<file path="src/sv/cds_pkg.sv">
package cds_pkg;

    localparam logic [13:0] YEAR_MIN    = 14'd1;
    localparam logic [13:0] YEAR_MAX    = 14'd9999;
    localparam logic [13:0] LEAP_CYCLE  = 14'd400;
    localparam logic [13:0] YMOD_LAST   = LEAP_CYCLE - 14'd1;
    localparam logic [13:0] CENTURY_1   = 14'd100;
    localparam logic [13:0] CENTURY_2   = 14'd200;
    localparam logic [13:0] CENTURY_3   = 14'd300;

    localparam logic [3:0] MONTH_JAN = 4'd1;
    localparam logic [3:0] MONTH_FEB = 4'd2;
    localparam logic [3:0] MONTH_APR = 4'd4;
    localparam logic [3:0] MONTH_JUN = 4'd6;
    localparam logic [3:0] MONTH_SEP = 4'd9;
    localparam logic [3:0] MONTH_NOV = 4'd11;
    localparam logic [3:0] MONTH_DEC = 4'd12;

    localparam logic [4:0] DAYS_LONG  = 5'd31;
    localparam logic [4:0] DAYS_SHORT = 5'd30;
    localparam logic [4:0] DAYS_FEB   = 5'd28;
    localparam logic [4:0] DAYS_FEB_L = 5'd29;

    typedef struct packed {
        logic        operation;
        logic [13:0] in_year;
        logic [3:0]  in_month;
        logic [4:0]  in_day;
        logic [11:0] offset_days;
    } t_in_word;

    typedef struct packed {
        logic [13:0] out_year;
        logic [3:0]  out_month;
        logic [4:0]  out_day;
        logic        out_of_range;
    } t_out_word;

    typedef enum logic [2:0] {
        ST_IDLE,
        ST_MOD,
        ST_CHECK,
        ST_WALK,
        ST_FINISH
    } t_state;

    function automatic logic [4:0] month_days(input logic leap, input logic [3:0] month);
        logic [4:0] days;
        case (month) inside
            MONTH_FEB:                                  days = leap ? DAYS_FEB_L : DAYS_FEB;
            MONTH_APR, MONTH_JUN, MONTH_SEP, MONTH_NOV: days = DAYS_SHORT;
            default:                                    days = DAYS_LONG;
        endcase
        return days;
    endfunction

endpackage

</file>
<file path="src/sv/cds_sub.sv">
module cds_sub (
    input  logic [13:0] i_a,
    input  logic [13:0] i_b,
    output logic [13:0] o_diff,
    output logic        o_borrow
);

    logic [14:0] w_diff;

    assign w_diff   = {1'b0, i_a} - {1'b0, i_b};
    assign o_diff   = w_diff[13:0];
    assign o_borrow = w_diff[14];

endmodule

</file>
<file path="src/sv/cds_days.sv">
module cds_days (
    input  logic [13:0] i_ymod,
    input  logic [3:0]  i_month,
    output logic [4:0]  o_days
);

    logic w_leap;

    assign w_leap = (i_ymod[1:0] == 2'b00) &&
                    (i_ymod != cds_pkg::CENTURY_1) &&
                    (i_ymod != cds_pkg::CENTURY_2) &&
                    (i_ymod != cds_pkg::CENTURY_3);

    assign o_days = cds_pkg::month_days(w_leap, i_month);

endmodule

</file>
<file path="src/sv/calendar_date_shift.sv">
// Sequence: the year is reduced modulo 400 by repeated subtraction, the date is checked, the
// months are walked, and the result is registered; an invalid start date skips the month walk.
// The year reduction and the month walk share one subtractor.
// The input stalls until the result is registered, so a new word is taken only after the last is done.
// Reset: synchronous, active low; clears the sequencer and the output valid.
module calendar_date_shift #(
    parameter int MAX_OFFSET = 4095
) (
    input  logic                  i_clk,
    input  logic                  i_rst_n,
    input  logic                  i_in_valid,
    output logic                  o_in_stall,
    input  cds_pkg::t_in_word     i_in_word,
    output logic                  o_out_valid,
    input  logic                  i_out_stall,
    output cds_pkg::t_out_word    o_out_word
);

    localparam logic [16:0] MAX_W = 17'(MAX_OFFSET);

    cds_pkg::t_state    r_state, n_state;
    cds_pkg::t_in_word  r_in, n_in;
    cds_pkg::t_out_word r_out, n_out;
    logic               r_out_valid, n_out_valid;
    logic [13:0]        r_y, n_y;
    logic [3:0]         r_m, n_m;
    logic [12:0]        r_d, n_d;
    logic [11:0]        r_n, n_n;
    logic [13:0]        r_ymod, n_ymod;
    logic               r_bad, n_bad;

    logic               w_accept;
    logic [11:0]        w_n_sat;
    logic [13:0]        w_a, w_b, w_diff;
    logic               w_borrow;
    logic [4:0]         w_days_cur, w_days_prev;
    logic [3:0]         w_m_prev;
    logic [13:0]        w_ymod_prev, w_ymod_next;
    logic               w_valid_date;
    logic               w_take;
    logic               w_year_edge;
    logic               w_out_free;

    assign w_accept   = i_in_valid && !o_in_stall;
    assign o_in_stall = (r_state != cds_pkg::ST_IDLE);
    assign w_out_free = !r_out_valid || !i_out_stall;
    assign w_n_sat    = ({5'b0, i_in_word.offset_days} > MAX_W) ? MAX_W[11:0]
                                                                : i_in_word.offset_days;

    assign w_m_prev    = (r_m == cds_pkg::MONTH_JAN) ? cds_pkg::MONTH_DEC : r_m - 4'd1;
    assign w_ymod_prev = (r_m != cds_pkg::MONTH_JAN) ? r_ymod :
                         (r_ymod == 14'd0) ? cds_pkg::YMOD_LAST : r_ymod - 14'd1;
    assign w_ymod_next = (r_ymod == cds_pkg::YMOD_LAST) ? 14'd0 : r_ymod + 14'd1;

    cds_days u_days_cur (
        .i_ymod  (r_ymod),
        .i_month (r_m),
        .o_days  (w_days_cur)
    );

    cds_days u_days_prev (
        .i_ymod  (w_ymod_prev),
        .i_month (w_m_prev),
        .o_days  (w_days_prev)
    );

    always_comb begin
        unique case (r_state)
            cds_pkg::ST_MOD: begin
                w_a = r_ymod;
                w_b = cds_pkg::LEAP_CYCLE;
            end
            cds_pkg::ST_WALK: begin
                if (r_in.operation == 1'b0) begin
                    w_a = {1'b0, r_d};
                    w_b = {9'b0, w_days_cur};
                end else begin
                    w_a = {2'b0, r_n};
                    w_b = {1'b0, r_d};
                end
            end
            default: begin
                w_a = 14'd0;
                w_b = 14'd0;
            end
        endcase
    end

    cds_sub u_sub (
        .i_a      (w_a),
        .i_b      (w_b),
        .o_diff   (w_diff),
        .o_borrow (w_borrow)
    );

    assign w_valid_date = (r_y >= cds_pkg::YEAR_MIN) && (r_y <= cds_pkg::YEAR_MAX) &&
                          (r_m >= cds_pkg::MONTH_JAN) && (r_m <= cds_pkg::MONTH_DEC) &&
                          (r_d != 13'd0) && (r_d <= {8'b0, w_days_cur});

    assign w_take = (r_in.operation == 1'b0) ? (!w_borrow && (w_diff != 14'd0)) : !w_borrow;

    assign w_year_edge = (r_in.operation == 1'b0)
        ? ((r_m == cds_pkg::MONTH_DEC) && (r_y == cds_pkg::YEAR_MAX))
        : ((r_m == cds_pkg::MONTH_JAN) && (r_y == cds_pkg::YEAR_MIN));

    always_comb begin
        n_state = r_state;
        unique case (r_state)
            cds_pkg::ST_IDLE: begin
                if (w_accept) begin
                    n_state = cds_pkg::ST_MOD;
                end
            end
            cds_pkg::ST_MOD: begin
                if (w_borrow) begin
                    n_state = cds_pkg::ST_CHECK;
                end
            end
            cds_pkg::ST_CHECK: begin
                n_state = w_valid_date ? cds_pkg::ST_WALK : cds_pkg::ST_FINISH;
            end
            cds_pkg::ST_WALK: begin
                if (!w_take || w_year_edge) begin
                    n_state = cds_pkg::ST_FINISH;
                end
            end
            cds_pkg::ST_FINISH: begin
                if (w_out_free) begin
                    n_state = cds_pkg::ST_IDLE;
                end
            end
            default: n_state = cds_pkg::ST_IDLE;
        endcase
    end

    always_comb begin
        n_in        = r_in;
        n_out       = r_out;
        n_out_valid = r_out_valid && i_out_stall;
        n_y         = r_y;
        n_m         = r_m;
        n_d         = r_d;
        n_n         = r_n;
        n_ymod      = r_ymod;
        n_bad       = r_bad;
        unique case (r_state)
            cds_pkg::ST_IDLE: begin
                if (w_accept) begin
                    n_in   = i_in_word;
                    n_y    = i_in_word.in_year;
                    n_m    = i_in_word.in_month;
                    n_d    = {8'b0, i_in_word.in_day};
                    n_n    = w_n_sat;
                    n_ymod = i_in_word.in_year;
                    n_bad  = 1'b0;
                end
            end
            cds_pkg::ST_MOD: begin
                if (!w_borrow) begin
                    n_ymod = w_diff;
                end
            end
            cds_pkg::ST_CHECK: begin
                if (!w_valid_date) begin
                    n_bad = 1'b1;
                end else if (r_in.operation == 1'b0) begin
                    n_d = r_d + {1'b0, r_n};
                end
            end
            cds_pkg::ST_WALK: begin
                if (r_in.operation == 1'b0) begin
                    if (w_take) begin
                        n_d = w_diff[12:0];
                        if (r_m == cds_pkg::MONTH_DEC) begin
                            if (r_y == cds_pkg::YEAR_MAX) begin
                                n_bad = 1'b1;
                            end else begin
                                n_m    = cds_pkg::MONTH_JAN;
                                n_y    = r_y + 14'd1;
                                n_ymod = w_ymod_next;
                            end
                        end else begin
                            n_m = r_m + 4'd1;
                        end
                    end
                end else begin
                    if (w_take) begin
                        n_n = w_diff[11:0];
                        if (w_year_edge) begin
                            n_bad = 1'b1;
                        end else begin
                            n_m    = w_m_prev;
                            n_y    = (r_m == cds_pkg::MONTH_JAN) ? r_y - 14'd1 : r_y;
                            n_ymod = w_ymod_prev;
                            n_d    = {8'b0, w_days_prev};
                        end
                    end else begin
                        n_d = r_d - {1'b0, r_n};
                    end
                end
            end
            cds_pkg::ST_FINISH: begin
                if (w_out_free) begin
                    n_out_valid = 1'b1;
                    if (r_bad) begin
                        n_out.out_year  = r_in.in_year;
                        n_out.out_month = r_in.in_month;
                        n_out.out_day   = r_in.in_day;
                    end else begin
                        n_out.out_year  = r_y;
                        n_out.out_month = r_m;
                        n_out.out_day   = r_d[4:0];
                    end
                    n_out.out_of_range = r_bad;
                end
            end
            default: begin
                n_bad = r_bad;
            end
        endcase
    end

    always_ff @(posedge i_clk) begin
        if (!i_rst_n) begin
            r_state     <= cds_pkg::ST_IDLE;
            r_out_valid <= 1'b0;
            r_bad       <= 1'b0;
        end else begin
            r_state     <= n_state;
            r_out_valid <= n_out_valid;
            r_bad       <= n_bad;
        end
    end

    always_ff @(posedge i_clk) begin
        r_in   <= n_in;
        r_out  <= n_out;
        r_y    <= n_y;
        r_m    <= n_m;
        r_d    <= n_d;
        r_n    <= n_n;
        r_ymod <= n_ymod;
    end

    assign o_out_valid = r_out_valid;
    assign o_out_word  = r_out;

`ifndef SYNTHESIS
    a_busy_after_accept: assert property (@(posedge i_clk) disable iff (!i_rst_n)
        w_accept |=> o_in_stall)
        else $error("input not stalled after accepting a word");

    a_good_result_date: assert property (@(posedge i_clk) disable iff (!i_rst_n)
        (o_out_valid && !o_out_word.out_of_range) |->
        (o_out_word.out_month >= cds_pkg::MONTH_JAN) &&
        (o_out_word.out_month <= cds_pkg::MONTH_DEC) && (o_out_word.out_day != 5'd0))
        else $error("in-range result carries an impossible date");

    a_ymod_reduced: assert property (@(posedge i_clk) disable iff (!i_rst_n)
        (r_state == cds_pkg::ST_WALK) |-> (r_ymod < cds_pkg::LEAP_CYCLE))
        else $error("year residue not reduced during the month walk");

    a_finish_holds: assert property (@(posedge i_clk) disable iff (!i_rst_n)
        (r_state == cds_pkg::ST_FINISH && !w_out_free) |=> (r_state == cds_pkg::ST_FINISH))
        else $error("result dropped while the output was stalled");
`endif

endmodule

</file>
<file path="config.mk">
export PLATFORM = sky130hd
export DESIGN_NAME = calendar_date_shift
export DESIGN_NICKNAME = d
export VERILOG_FILES = /design/src/sv/cds_pkg.sv /design/src/sv/cds_sub.sv /design/src/sv/cds_days.sv /design/src/sv/calendar_date_shift.sv
export SDC_FILE = /design/constraint.sdc
export NUM_CORES = 1
export LEC_CHECK = 0
export ABC_AREA = 0
export BUFFER_PORTS_ARGS = -buffer_cell sky130_fd_sc_hd__clkbuf_2
export CORE_MARGIN = 2
export CORE_UTILIZATION = 25
export CTS_CLUSTER_DIAMETER = 40
export DETAILED_ROUTE_END_ITERATION = 6
export GPL_ROUTABILITY_DRIVEN = 0
export PLACE_DENSITY = 0.39
export SLEW_MARGIN = 30
export SYNTH_ARGS = -nofsm -noshare
export SYNTH_HDL_FRONTEND = slang
export SYNTH_SLANG_ARGS = --single-unit
</file>
<file path="constraint.sdc">
create_clock -name i_clk -period 14.9 [get_ports i_clk]
set_input_delay 3.725 -clock i_clk [delete_from_list [all_inputs] [get_ports i_clk]]
set_output_delay 3.725 -clock i_clk [all_outputs]
set_load 0.05 [all_outputs]
</file>
# Word-level counts from Yosys, hierarchy flattened
# Cells that the tools add are included.
dict set report totals {
  register_bits 110
  out_inout_bits 26
  word_cells 190
}
dict set report op_classes {
  add_sub_neg 9
  magnitude_cmp 5
  eq_ne 45
  n_mux 71
  n_reduce_logical 44
}
# cell count
set op_table {}
lappend op_table {{14-bit two-way mux} 18}
lappend op_table {{13-bit two-way mux} 9}
lappend op_table {{14-bit one-hot mux with 2 select lines} 2}
lappend op_table {{14-bit one-hot mux with 3 select lines} 1}
lappend op_table {{13-bit one-hot mux with 3 select lines} 1}
lappend op_table {{12-bit two-way mux} 3}
lappend op_table {{4-bit two-way mux} 8}
lappend op_table {{14-bit by 1-bit adder with 14-bit output, second input constant} 2}
lappend op_table {{14-bit by 7-bit != test with 1-bit output, second input constant} 2}
lappend op_table {{14-bit by 8-bit != test with 1-bit output, second input constant} 2}
lappend op_table {{14-bit by 9-bit != test with 1-bit output, second input constant} 2}
lappend op_table {{14-bit by 1-bit subtractor with 14-bit output, second input constant} 2}
lappend op_table {{13-bit one-hot mux with 2 select lines} 1}
lappend op_table {{12-bit one-hot mux with 2 select lines} 1}
lappend op_table {{23-bit two-way mux} 1}
lappend op_table {{3-bit != test, second input constant} 7}
lappend op_table {{7-bit AND reduction} 3}
lappend op_table {{4-bit == test, second input constant} 5}
lappend op_table {{2-bit != test, second input constant} 9}
lappend op_table {{4-bit by 3-bit == test with 1-bit output, second input constant} 4}
lappend op_table {{1-bit logical AND} 16}
lappend op_table {{1-bit two-way mux} 16}
lappend op_table {{3-bit two-way mux} 5}
lappend op_table {{3-bit one-hot mux with 5 select lines} 1}
lappend op_table {{other kinds (38)} 53}

# Depth between registers and ports, before layout
dict set report depth {
  word_depth 16
  ltp_mapped 22
  mapped_depth_nobuf 21
}

# Modules after synthesis
# A second synthesis with hierarchy kept.
dict set report hier_totals {
  hier_cells 1016
  area_unflattened_um2 8948.6
}
# module n_inst cells_per_inst area_each_um2 seq_area_each_um2
set modules_own_cells {}
lappend modules_own_cells {calendar_date_shift 1 876 7972.6 3253.1}
lappend modules_own_cells {cds_sub 1 100 698.2 0.0}
lappend modules_own_cells {cds_days 2 20 138.9 0.0}

# Worst setup path after synthesis
# Ideal clock, no wire load.
dict set report synth_timing {
  kind {input port to flip-flop}
  from {input port i_in_valid}
  to {register r_d[0], enable pin}
  setup_time_ns 0.403
  arrival_ns 5.132
  t_required_ns 14.497
  slack_ns 9.365
  cell_stages 4
  path_buffers 0
  path_cell_list {nor3b_1 a21oi_1 nor3_1 a21boi_0}
}
dict set report synth_between {
  elab_chain_len 3
}
# item line_no
set synth_rtl {}
lappend synth_rtl {{from (decl)} calendar_date_shift.sv:11} ;# input logic i_in_valid,
lappend synth_rtl {{1-bit logical AND} calendar_date_shift.sv:44} ;# assign w_accept = i_in_valid && !o_in_stall;
lappend synth_rtl {{2-bit != test (no source line)} --}
lappend synth_rtl {{6-bit AND reduction (no source line)} --}
lappend synth_rtl {{to (signal assigned)} calendar_date_shift.sv:240} ;# r_d <= n_d;
lappend synth_rtl {{to (decl)} calendar_date_shift.sv:27} ;# logic [12:0] r_d, n_d;
# Every way passes these cells.
# A chain may end at the register's enable or synchronous reset.

# Worst setup path in the final report
dict set report layout_timing {
  from {register r_ymod[0]}
  to {register r_n[11], enable pin}
}
dict set report layout_between {
  elab_chain_len 14
}
# item line_no
set layout_rtl {}
lappend layout_rtl {{from (decl)} calendar_date_shift.sv:29} ;# logic [13:0] r_ymod, n_ymod;
lappend layout_rtl {{from (signal assigned)} calendar_date_shift.sv:242} ;# r_ymod <= n_ymod;
lappend layout_rtl {{14-bit by 7-bit != test with 1-bit output / 2-bit logical NOT (equally long branches)} {cds_days.sv:10, cds_days.sv:9}}
lappend layout_rtl {{1-bit logical AND} cds_days.sv:9} ;# assign w_leap = (i_ymod[1:0] == 2'b00) &&
lappend layout_rtl {{1-bit logical AND} cds_days.sv:10} ;# (i_ymod != cds_pkg::CENTURY_1) &&
lappend layout_rtl {{1-bit logical AND} cds_days.sv:11} ;# (i_ymod != cds_pkg::CENTURY_2) &&
lappend layout_rtl {{1-bit two-way mux} cds_pkg.sv:50} ;# MONTH_FEB: days = leap ? DAYS_FEB_L : DAYS_FEB;
lappend layout_rtl {{5-bit two-way mux} cds_pkg.sv:49} ;# case (month) inside
lappend layout_rtl {{13-bit two-way mux} calendar_date_shift.sv:74} ;# if (r_in.operation == 1'b0) begin
lappend layout_rtl {{13-bit one-hot mux with 2 select lines} calendar_date_shift.sv:68} ;# unique case (r_state)
lappend layout_rtl {{14-bit by 13-bit subtractor with 15-bit output (*)} cds_sub.sv:10} ;# assign w_diff = {1'b0, i_a} - {1'b0, i_b};
lappend layout_rtl {{14-bit nonzero test / 1-bit logical NOT (equally long branches)} --}
lappend layout_rtl {{1-bit logical AND} calendar_date_shift.sv:100} ;# assign w_take = (r_in.operation == 1'b0) ? (!w_borrow && (w_diff != 14'd0)) : !w_borrow;
lappend layout_rtl {{1-bit two-way mux (*)} calendar_date_shift.sv:100}
lappend layout_rtl {{2-bit != test (no source line) (*)} --}
lappend layout_rtl {{4-bit AND reduction (no source line) (*)} --}
lappend layout_rtl {{to (signal assigned)} calendar_date_shift.sv:241} ;# r_n <= n_n;
lappend layout_rtl {{to (decl)} calendar_date_shift.sv:28} ;# logic [11:0] r_n, n_n;
# Every way passes the cells marked *; elsewhere a longest branch is shown, timed or not.

==> impl_metrics.ini <==
[worst_hold_path]
min_path_type = reg -> reg

[synth]
syn-cell-area_sq_um = 8716
synthCells = 974
ys_types = 78
synth-seq-cells = 110
postSynth.asyncResetShare_pct = 0
synth.net_count = 1069
yosysSeqAreaShare_pct = 37.32
avgSynthCellArea_sq_um = 8.949
synth-edff-count = 105
synthFlopType = edfxtp_1
yosysWarnings = 0

[global_route]
antenna_found_initial = 0
gr-usage-all-layers_pct = 17.32
grt_start_max_net_pins = 56
grt_first_pass_wirelength_um = 47270
grt_pass1_vias = 7519
overflow = 0

[power_and_ir_drop]
p_comb_share_pct = 60.3
power.share.clock_pct = 10.8
switching_power_mw = 1.219
seqPwrFrac_pct = 28.9
p_int_mw = 1.134
ir_worst_vdd_v = 0.0001062
sw_frac_of_total_pct = 51.80
power.total_mw = 2.353
total_leakage_power_nw = 3.641
pwr_density_cell_nw_per_um2 = 240.6

[detailed_routing]
drcViolationCount = 0
dr.pass1.iters = 4
dr.first_iter.drc_count = 638
num_vias = 7746
viasPerCell = 5.287
wl_per_cell_um = 21.09
wl_um = 30900
antenna_left = 0

[finish]
antenna_cells = 0
final_cell_mix = 113 x nand2_1, 105 x edfxtp_1, 92 x o21ai_0
final_common_cell = nand2_1
drive_gt1_share_pct = 13.66
design_area_sq_um = 9781
final_nets = 1100
fin_util_pct = 28.38
syn2layout_area_growth_pct = 12.22

[timing]
setup_viol = 0
whs_ns = 0.5252
max_slew_margin_pct = 34.48
period_share_pct = 39.62
max_freq_mhz = 169.4
finalHoldViolCount = 0
tns_ns = 0
min_period_ns = 5.903
clock_skew_ns = 0.01275
drv_slew = 0
grt_setup_unrepaired = false
max_slew.worst_pin.slew_ns = 0.9747

[clocking]
cts_tree = yes
clk_pin_slew_ns = 0.07
clockRootBuffer = clkbuf_16
cts_made_buffers = 9
post_cts_resized = 0
cts.sinks = 110
holdBufCountCts = 0
cts_setup_buffers = 0
cts_buffer_depth = 2
clk-insertion-delay-late_ns = 0.38
htreeDepth = 3

[placement]
port_buffers = 65
hpwlAfterDp_um = 23610
placed_cell_area_sq_um = 9480

[setup_path]
path_cells = inv_1 > ha_1 > nand4b_1 > o22ai_1 > a21oi_1 > o31ai_1 > a21oi_1 > o21a_1 > nand2_1 > a21oi_1 > ha_1 > inv_1 > fa_1 > a211oi_1 > o21ai_1 > and4_1 > a211oi_2 > o21ai_1 > or4_4 > o21ai_2 > a22oi_1 > buf_4
crit_slowest_cell = or4_4
endpoint_kind = flop
cp.required_ns = 15.02
cp.arrival_ns = 6.02
cp-start-kind = flop
path_buf_inv = 3
cp_top_family = compound AO/OA/AOI/OAI gates
critPathKind = reg -> reg
cp_slowest_stage_delay_ns = 0.57
crit_top_cell = a21oi_1
crit_path_max_fanout = 12

[die]
dieArea_sq_um = 36370
fp.dieH_um = 190.7
fp.dieW_um = 190.7
coreArea_sq_um = 34460
ioPinCount = 66
rows = 68
start_util_pct = 25.29

[job]
drv_cap = 0

[outcome]
status = complete, no violations
[cell usage after synthesis (9+ instances only)]
library cell	n	share of area, %
mux2_2	19	2.5
nand2_1	114	4.9
inv_1	39	1.7
nand3_1	19	1.1
mux2i_1	18	2.1
nor4_1	12	0.86
nor3_1	34	2.0
xor2_1	22	2.2
nor2b_1	9	0.65
xnor2_1	25	2.5
nor2_1	66	2.8
o21ai_0	92	5.3
and3_1	10	0.72
a21oi_1	66	3.8
clkbuf_1	48	2.1
nor3b_1	9	0.78
ha_1	52	7.5
edfxtp_1	105	36
a31oi_1	12	0.86
nand4_1	12	0.86
[stage by stage]
step	std cells	worst slack [ns]
global route	1465	8.697
floorplan	974	9.365
finish	1465	8.997
global placement	1449	9.009
detailed placement	1449	8.915
CTS	1465	8.855
[logic make-up after synthesis]
| kind of cell | after synthesis | synth area share [%] |
|---|---|---|
| buf+inv | 96 | 4.350 |
| mux | 37 | 4.522 |
| simple gates | 339 | 19.74 |
| flops | 110 | 37.32 |
| compound gates | 290 | 21.19 |
| xor+xnor | 47 | 4.723 |
| fa+ha+maj | 55 | 8.154 |
[cell type report]
type / count / area (sq um)
timing repair buffer: 77 / 415.4
tap: 455 / 569.3
multi-input combinational: 768 / 5099
fill: 3662 / 24680
clock buffer: 15 / 267.8
clock inverter: 1 / 30.03
inverter: 39 / 146.4
sequential: 110 / 3253
[power by group through the flow]
| stage | combinational (mW) | sequential, mW | clock, mW |
|---|---|---|---|
| 2_1_floorplan | 1.01 | 0.592 | 0 |
| 3_3_place_gp | 1.42 | 0.684 | 0 |
| 3_5_place_dp | 1.41 | 0.683 | 0 |
| 4_1_cts | 1.41 | 0.678 | 0.265 |
| 5_1_grt | 1.56 | 0.697 | 0.273 |
| 6_report | 1.42 | 0.679 | 0.255 |
[worst min-delay path, cell delays in order (launching register included)]
cell	delay, ns
edfxtp_1	0.32
nand2_1	0.04
o21ai_0	0.05
[worst paths after layout]
path | end | slack (ns) | start | cells after the start
worst max-delay path | r_n[11]$_DFFE_PP_ | 9.00 | r_ymod[0]$_DFFE_PP_ | 22
worst min-delay path | o_out_word[7]$_DFFE_PP_ | 0.53 | r_in[18]$_DFFE_PP_ | 2
worst max register to register | r_n[11]$_DFFE_PP_ | 9.00 | r_ymod[0]$_DFFE_PP_ | 22
worst min register to register | o_out_word[7]$_DFFE_PP_ | 0.53 | r_in[18]$_DFFE_PP_ | 2
[state kept, by name (all words and copies together) (netlist names)]
signal / flops
r_n: 12
r_y: 14
r_m: 4
o_out_valid: 1
o_out_word: 24
r_d: 13
r_state: 3
r_ymod: 14
r_in: 24
r_bad: 1
[metal layers]
metal / global-route usage (%) / part of all wire, %
met1: 23.23 / 46
met2: 28.85 / 48
met3: 2.742 / 4.6
met4: 4.621 / 1.6
met5: 0 / 0
No activity file was read; power rests on OpenSTA's default activity.
